[src/rtl/plsu_pkg.sv]
package plsu_pkg;

  localparam logic [2:0] KIND_INS_FRONT = 3'd0;
  localparam logic [2:0] KIND_INS_BACK  = 3'd1;
  localparam logic [2:0] KIND_INS_POS   = 3'd2;
  localparam logic [2:0] KIND_DEL_FRONT = 3'd3;
  localparam logic [2:0] KIND_DEL_BACK  = 3'd4;
  localparam logic [2:0] KIND_DEL_POS   = 3'd5;
  localparam logic [2:0] KIND_SHOW      = 3'd6;

  localparam logic [1:0] ST_OK    = 2'd0;
  localparam logic [1:0] ST_RANGE = 2'd1;
  localparam logic [1:0] ST_EMPTY = 2'd2;
  localparam logic [1:0] ST_FULL  = 2'd3;

  typedef struct packed {
    logic [2:0]  kind;
    logic [7:0]  position;
    logic [31:0] value;
  } req_t;

  typedef struct packed {
    logic [1:0]  status;
    logic [31:0] element;
    logic [6:0]  element_index;
    logic [6:0]  length;
    logic        last;
  } rsp_t;

endpackage

[src/rtl/positional_list_store_unit.sv]
// order: a rejected or unused command answers in the cycle after the accepting edge; an insert
// or delete copies each moved element through the element ram, then an insert writes its value,
// and the result follows; display gives one beat per element, each from a ram read of it
// throughput: one command at a time; the copy loop through the element ram reads one element
// and writes the one read before it every cycle
// reset: synchronous, clears the length and control state; the ram is not cleared
// results are one-cycle strobes on rsp_valid and the receiver cannot stall them
module positional_list_store_unit
  import plsu_pkg::*;
#(
  parameter int CAPACITY   = 16,
  parameter int DATA_WIDTH = 32
) (
  input  logic clk,
  input  logic rst,
  input  logic start,
  output logic busy,
  input  req_t req,
  output logic rsp_valid,
  output rsp_t rsp
);

  localparam int AW = $clog2(CAPACITY);
  localparam int LW = $clog2(CAPACITY + 1);

  typedef enum logic [1:0] {IDLE, SHIFT_UP, SHIFT_DN, SHOW} state_t;

  state_t          state;
  logic [LW-1:0]   len;
  logic [AW-1:0]   cur;
  logic [AW-1:0]   slot;
  logic [AW-1:0]   wtgt;
  logic [LW-1:0]   pidx;
  logic            pend;
  logic            more;
  logic [DATA_WIDTH-1:0] val;

  logic                  ram_we;
  logic [AW-1:0]         ram_waddr;
  logic [DATA_WIDTH-1:0] ram_wdata;
  logic                  ram_re;
  logic [AW-1:0]         ram_raddr;
  logic [DATA_WIDTH-1:0] ram_rdata;

  logic [LW-1:0] cur_inc;
  logic          full;
  logic          empty;
  logic          ins_pos_ok;
  logic          del_pos_ok;
  logic [1:0]    dec_status;
  state_t        dec_state;
  logic [AW-1:0] dec_slot;

  assign busy    = (state != IDLE);
  assign cur_inc = LW'(cur) + LW'(1);
  assign full    = (len == LW'(CAPACITY));
  assign empty   = (len == '0);
  assign ins_pos_ok = (req.position != 8'd0) && ({1'b0, req.position} <= 9'(len) + 9'd1);
  assign del_pos_ok = (req.position != 8'd0) && ({1'b0, req.position} <= 9'(len));

  always_comb begin
    dec_status = ST_OK;
    dec_state  = IDLE;
    dec_slot   = '0;
    unique case (req.kind)
      KIND_INS_FRONT: begin
        if (full) dec_status = ST_FULL;
        else dec_state = SHIFT_UP;
      end
      KIND_INS_BACK: begin
        dec_slot = AW'(len);
        if (full) dec_status = ST_FULL;
        else dec_state = SHIFT_UP;
      end
      KIND_INS_POS: begin
        dec_slot = AW'(req.position - 8'd1);
        if (!ins_pos_ok) dec_status = ST_RANGE;
        else if (full) dec_status = ST_FULL;
        else dec_state = SHIFT_UP;
      end
      KIND_DEL_FRONT: begin
        if (empty) dec_status = ST_EMPTY;
        else dec_state = SHIFT_DN;
      end
      KIND_DEL_BACK: begin
        dec_slot = AW'(len - LW'(1));
        if (empty) dec_status = ST_EMPTY;
        else dec_state = SHIFT_DN;
      end
      KIND_DEL_POS: begin
        dec_slot = AW'(req.position - 8'd1);
        if (empty) dec_status = ST_EMPTY;
        else if (!del_pos_ok) dec_status = ST_RANGE;
        else dec_state = SHIFT_DN;
      end
      KIND_SHOW: begin
        if (empty) dec_status = ST_EMPTY;
        else dec_state = SHOW;
      end
      default: ;
    endcase
  end

  // ram port control: the copy beat read last cycle is written while the next one is read
  always_comb begin
    ram_we    = 1'b0;
    ram_waddr = wtgt;
    ram_wdata = ram_rdata;
    ram_re    = 1'b0;
    ram_raddr = cur;
    unique case (state)
      SHIFT_UP: begin
        if (pend) ram_we = 1'b1;
        if (cur != slot) begin
          ram_re    = 1'b1;
          ram_raddr = cur - AW'(1);
        end else if (!pend) begin
          ram_we    = 1'b1;
          ram_waddr = slot;
          ram_wdata = val;
        end
      end
      SHIFT_DN: begin
        if (pend) ram_we = 1'b1;
        if (cur_inc < len) begin
          ram_re    = 1'b1;
          ram_raddr = AW'(cur_inc);
        end
      end
      SHOW: begin
        ram_re = more;
      end
      default: ;
    endcase
  end

  plsu_ram #(
    .WIDTH (DATA_WIDTH),
    .DEPTH (CAPACITY)
  ) u_ram (
    .clk   (clk),
    .we    (ram_we),
    .waddr (ram_waddr),
    .wdata (ram_wdata),
    .re    (ram_re),
    .raddr (ram_raddr),
    .rdata (ram_rdata)
  );

  always_ff @(posedge clk) begin
    if (rst) begin
      state     <= IDLE;
      len       <= '0;
      pend      <= 1'b0;
      more      <= 1'b0;
      rsp_valid <= 1'b0;
    end else begin
      rsp_valid <= 1'b0;
      unique case (state)
        IDLE: begin
          if (start) begin
            val   <= DATA_WIDTH'(req.value);
            slot  <= dec_slot;
            pend  <= 1'b0;
            more  <= 1'b1;
            state <= dec_state;
            if (dec_state == SHIFT_DN) cur <= dec_slot;
            else if (dec_state == SHOW) cur <= '0;
            else cur <= AW'(len);
            if (dec_state == IDLE) begin
              rsp_valid         <= 1'b1;
              rsp.status        <= dec_status;
              rsp.element       <= '0;
              rsp.element_index <= '0;
              rsp.length        <= 7'(len);
              rsp.last          <= 1'b1;
            end
          end
        end
        SHIFT_UP: begin
          if (cur != slot) begin
            wtgt <= cur;
            cur  <= cur - AW'(1);
            pend <= 1'b1;
          end else if (!pend) begin
            len               <= len + LW'(1);
            state             <= IDLE;
            rsp_valid         <= 1'b1;
            rsp.status        <= ST_OK;
            rsp.element       <= '0;
            rsp.element_index <= '0;
            rsp.length        <= 7'(len + LW'(1));
            rsp.last          <= 1'b1;
          end else begin
            pend <= 1'b0;
          end
        end
        SHIFT_DN: begin
          if (cur_inc < len) begin
            wtgt <= cur;
            cur  <= AW'(cur_inc);
            pend <= 1'b1;
          end else if (!pend) begin
            len               <= len - LW'(1);
            state             <= IDLE;
            rsp_valid         <= 1'b1;
            rsp.status        <= ST_OK;
            rsp.element       <= '0;
            rsp.element_index <= '0;
            rsp.length        <= 7'(len - LW'(1));
            rsp.last          <= 1'b1;
          end else begin
            pend <= 1'b0;
          end
        end
        SHOW: begin
          if (more) begin
            pidx <= cur_inc;
            pend <= 1'b1;
            if (cur_inc == len) more <= 1'b0;
            else cur <= AW'(cur_inc);
          end else begin
            pend <= 1'b0;
          end
          // element read last beat goes out now
          if (pend) begin
            rsp_valid         <= 1'b1;
            rsp.status        <= ST_OK;
            rsp.element       <= 32'(ram_rdata);
            rsp.element_index <= 7'(pidx);
            rsp.length        <= 7'(len);
            rsp.last          <= (pidx == len);
            if (pidx == len) state <= IDLE;
          end
        end
        default: state <= IDLE;
      endcase
    end
  end

  a_len_bound: assert property (@(posedge clk) disable iff (rst)
    len <= LW'(CAPACITY))
    else $error("list length beyond capacity");

  a_no_write_idle: assert property (@(posedge clk) disable iff (rst)
    state == IDLE |-> !ram_we)
    else $error("ram written while idle");

  a_last_ends: assert property (@(posedge clk) disable iff (rst)
    rsp_valid && rsp.last |-> state == IDLE)
    else $error("final result while command still running");

  a_pend_busy: assert property (@(posedge clk) disable iff (rst)
    pend |-> state != IDLE)
    else $error("copy beat pending while idle");

  a_index_ok: assert property (@(posedge clk) disable iff (rst)
    rsp_valid && rsp.status != ST_OK |-> rsp.element_index == 7'd0)
    else $error("element index on a failed result");

endmodule

[src/rtl/plsu_ram.sv]
module plsu_ram #(
  parameter int WIDTH = 32,
  parameter int DEPTH = 16
) (
  input  logic                     clk,
  input  logic                     we,
  input  logic [$clog2(DEPTH)-1:0] waddr,
  input  logic [WIDTH-1:0]         wdata,
  input  logic                     re,
  input  logic [$clog2(DEPTH)-1:0] raddr,
  output logic [WIDTH-1:0]         rdata
);

  logic [WIDTH-1:0] mem [DEPTH];

  always_ff @(posedge clk) begin
    if (we) begin
      mem[waddr] <= wdata;
    end
    if (re) begin
      rdata <= mem[raddr];
    end
  end

endmodule
[config.mk]
export PLATFORM = sky130hd
export DESIGN_NAME = positional_list_store_unit
export DESIGN_NICKNAME = d
export VERILOG_FILES = /design/src/rtl/plsu_pkg.sv /design/src/rtl/positional_list_store_unit.sv /design/src/rtl/plsu_ram.sv
export SDC_FILE = /design/constraint.sdc
export NUM_CORES = 1
export LEC_CHECK = 0
export BUFFER_PORTS_ARGS = -buffer_cell sky130_fd_sc_hd__buf_2
export CAP_MARGIN = 25
export CORE_MARGIN = 3
export CORE_UTILIZATION = 55
export DETAILED_ROUTE_END_ITERATION = 8
export PLACE_DENSITY = 0.72
export SLEW_MARGIN = 20
export SYNTH_ARGS = -nofsm -noshare
export SYNTH_HDL_FRONTEND = slang
export SYNTH_HIERARCHICAL = 1
export SYNTH_SLANG_ARGS = --single-unit
[constraint.sdc]
create_clock -name clk -period 11.96 [get_ports clk]
set_input_delay 0.598 -clock clk [delete_from_list [all_inputs] [get_ports clk]]
set_output_delay 0.598 -clock clk [all_outputs]
set_load 0.02 [all_outputs]
==> impl_metrics.ini <==
[synthesis]
ys_seq_elements = 650
synth_ff_type = edfxtp_1
avgSynthCellArea_sq_um = 19.40
netlist-cell-type-count = 76
ys_seq_area_share_pct = 73.92
yosysWarnings = 6
syn_inst = 1354
synth_edf_count = 640
syn_area_sq_um = 26270
synthArstFlopShare_pct = 0

[setup_path]
critPathMaxFanout = 68
cp_data_required_time_ns = 12.28
slowest_delay_ns = 0.84
cpMaxStageDelayCell = buf_4
crit_family = compound AO/OA/AOI/OAI gates
crit_start = cur[0]$_DFFE_PP_
endpoint_kind = flop
timing.critical_path.cells = inv_1, ha_1, ha_1, nor2b_1, o21bai_1, and2_1, a31o_2, a22o_4, buf_4, mux4_2, a22oi_1, nand2_1
path_buf_inv = 2
cp_data_arrival_time_ns = 5.64
criticalPathCategory = flop to flop
crit_path_frequent_cell = ha_1
crit_path_start_kind = flop
r2r_start = cur[0]$_DFFE_PP_

[route]
drc = 0
detail-route-antenna-nets = 0
wire_per_inst_um = 27.17
vias = 13610
first_pass_iters = 5
vias_per_cell = 6.394
drt_iter0_drc = 1477
routed_wl_mm = 57.85

[clock_tree]
cts_tree = built
clockBufferDepth = 3
clk_pin_slew_ns = 0.06
holdBufCountCts = 0
insertion_delay_ns = 0.59
cts_made_buffers = 67
cts-resized-gates = 0
clock-sinks = 650
cts-root-buf = clkbuf_16
post_cts_buffers = 0
htreeDepth = 3

[layout]
nNetsFinal = 1543
fin_cells = 2129
drive_gt1_share_pct = 27.60
num_antenna_cells = 0
final_util_pct = 63.38
area_delta_synth_final_pct = 13.04

[job]
maxCapViolCount = 0

[sta]
fmaxAchievable_mhz = 187.8
skew_ns = 0.02529
drv_slew = 0
fin_ws_ns = 6.636
rsz0062_at_grt = false
finalSetupViolCount = 0
hold_viol_final = 0
slew_headroom_pct = 26.82
setup_tns_ns = 0
worst_pin_slew_ns = 1.098
min_period_ns = 5.324
period_share_pct = 44.52

[floorplanning]
dieHeight_um = 224.6
rows = 79
coreArea_sq_um = 46850
start_util_pct = 56.07
fp.dieArea_sq_um = 50420
io_pins = 97
die_x_um = 224.6

[grt]
first_global_vias = 13760
grt_remaining_overflow = 0
grt_max_degree = 69
grt_usage_pct = 23.49
grt_pass1_wl_mm = 87.38
antenna_found_initial = 2

[run_status]
status = complete, no violations

[power_and_ir_drop]
p_leak_nw = 9.808
intPower_mw = 3.915
p_sw_mw = 1.101
powerDensity_nw_per_um2 = 168.9
power_frac_seq_pct = 50.5
p_sw_share_pct = 21.95
combPwrFrac_pct = 8.7
clockPowerShare_pct = 40.8
peakVddDrop_v = 0.0001888

[placed_design]
placedCellCount = 2010
pre_cts_ws_ns = 6.454
hpwl_mm = 31.54
port_buffers = 94
gp_congestion = 0.8520

[worst_hold_path]
min-delay-path-class = input port to flop
worstHoldStart = req[17]
cells in the mapped netlist (13+ instances only):
cell        n  share of area (%)
a21oi_1    22               0.42
a22oi_1    65                1.9
and2_1     42                1.0
buf_4      13               0.37
clkbuf_1   38               0.54
edfxtp_1  640                 73
ha_1       24                1.1
inv_1      22               0.31
mux2_4     30                1.7
mux4_2    128                 11
nand2_1    57               0.81
nand3_1    14               0.27
nor2_1     36               0.51
nor3_1     16               0.30
o21ai_0    18               0.34
layout make-up:
type                       instances  area (sq um)
clock buffer                      79          1764
clock inverter                    39         390.4
fill                            3205         17160
inverter                          23         87.58
multi-input combinational        605          6541
sequential                       650         19420
tap                              607         759.5
timing repair buffer             126         734.5
flip-flops by register name, summed over array words and instances, names as in the netlist:
| signal | cells |
|---|---|
| u_ram/mem | 512 |
| rsp | 47 |
| u_ram/rdata | 32 |
| val | 32 |
| len | 5 |
| pidx | 5 |
| cur | 4 |
| slot | 4 |
| wtgt | 4 |
| state | 2 |
| more | 1 |
| pend | 1 |
| rsp_valid | 1 |
per-stage QoR:
| step | instance area, sq um | total power, mW | hold slack (ns) |
|---|---|---|---|
| 2_1_floorplan | 26280 | 2.907 | 0.4206 |
| 3_3_place_gp | 27500 | 3.002 | 0.5070 |
| 3_5_place_dp | 27510 | 3.013 | 0.5189 |
| 4_1_cts | 29660 | 5.055 | 0.1417 |
| 5_1_grt | 29700 | 5.184 | 0.1495 |
| 6_report | 29700 | 5.016 | 0.1742 |
kinds of logic after synthesis:
family                     count (synthesis)  share of synthesized area [%]
xor gates and xnor gates                  23                         0.7954
buffers and inverters                    100                          1.886
muxes                                    167                          13.06
and+or+nand+nor                          211                          4.182
adders and majority gates                 24                          1.143
other                                      1                        0.01427
AOI/OAI and AO/OA                        178                          5.006
DFF                                      650                          73.92
metal layers:
layer	share of wire [%]	global-route usage, %
met1	39	33.71
met2	50	38.13
met3	8.9	3.746
met4	2.1	6.869
met5	0	0
power by group through the flow:
stage               registers, mW  clock network [mW]  logic, mW
global placement             2.58                   0      0.424
finish                       2.53                2.05      0.436
floorplan                    2.59                   0      0.320
detailed placement           2.58                   0      0.434
CTS                          2.53                2.09      0.436
global route                 2.53                2.18      0.471
worst reg2reg max path, cell delays in order (launching register included):
cell      delay, ns
edfxtp_1       0.62
inv_1          0.16
ha_1           0.39
ha_1           0.31
nor2b_1        0.13
o21bai_1       0.47
and2_1         0.33
a31o_2         0.20
a22o_4         0.81
buf_4          0.88
mux4_2         0.49
a22oi_1        0.21
nand2_1        0.09
placed cells by master, fill, tap and decap left out, drive strengths merged, types with 14 or more instances in the layout:
cell type	synthesis	final
mux2	36	36
nor3	16	16
edfxtp	640	640
buf	39	126
inv	23	27
a22oi	65	65
mux4	128	128
clkbuf	38	79
ha	24	24
nand3	14	14
nor2	36	36
and2	42	42
a21oi	23	23
nand2	57	57
clkinv	0	26
o21ai	22	22
path summary, 6_finish.rpt:
kind | to | slack, ns | cells past startpoint
max | u_ram/rdata[24]$_DFFE_PP_ | 6.64 | 12
min | val[17]$_DFFE_PP_ | 0.17 | 1
max reg2reg | u_ram/rdata[24]$_DFFE_PP_ | 6.64 | 12
min reg2reg | state[1]$_SDFFE_PP0P_ | 0.54 | 2
(Power assumes the default switching activity.)
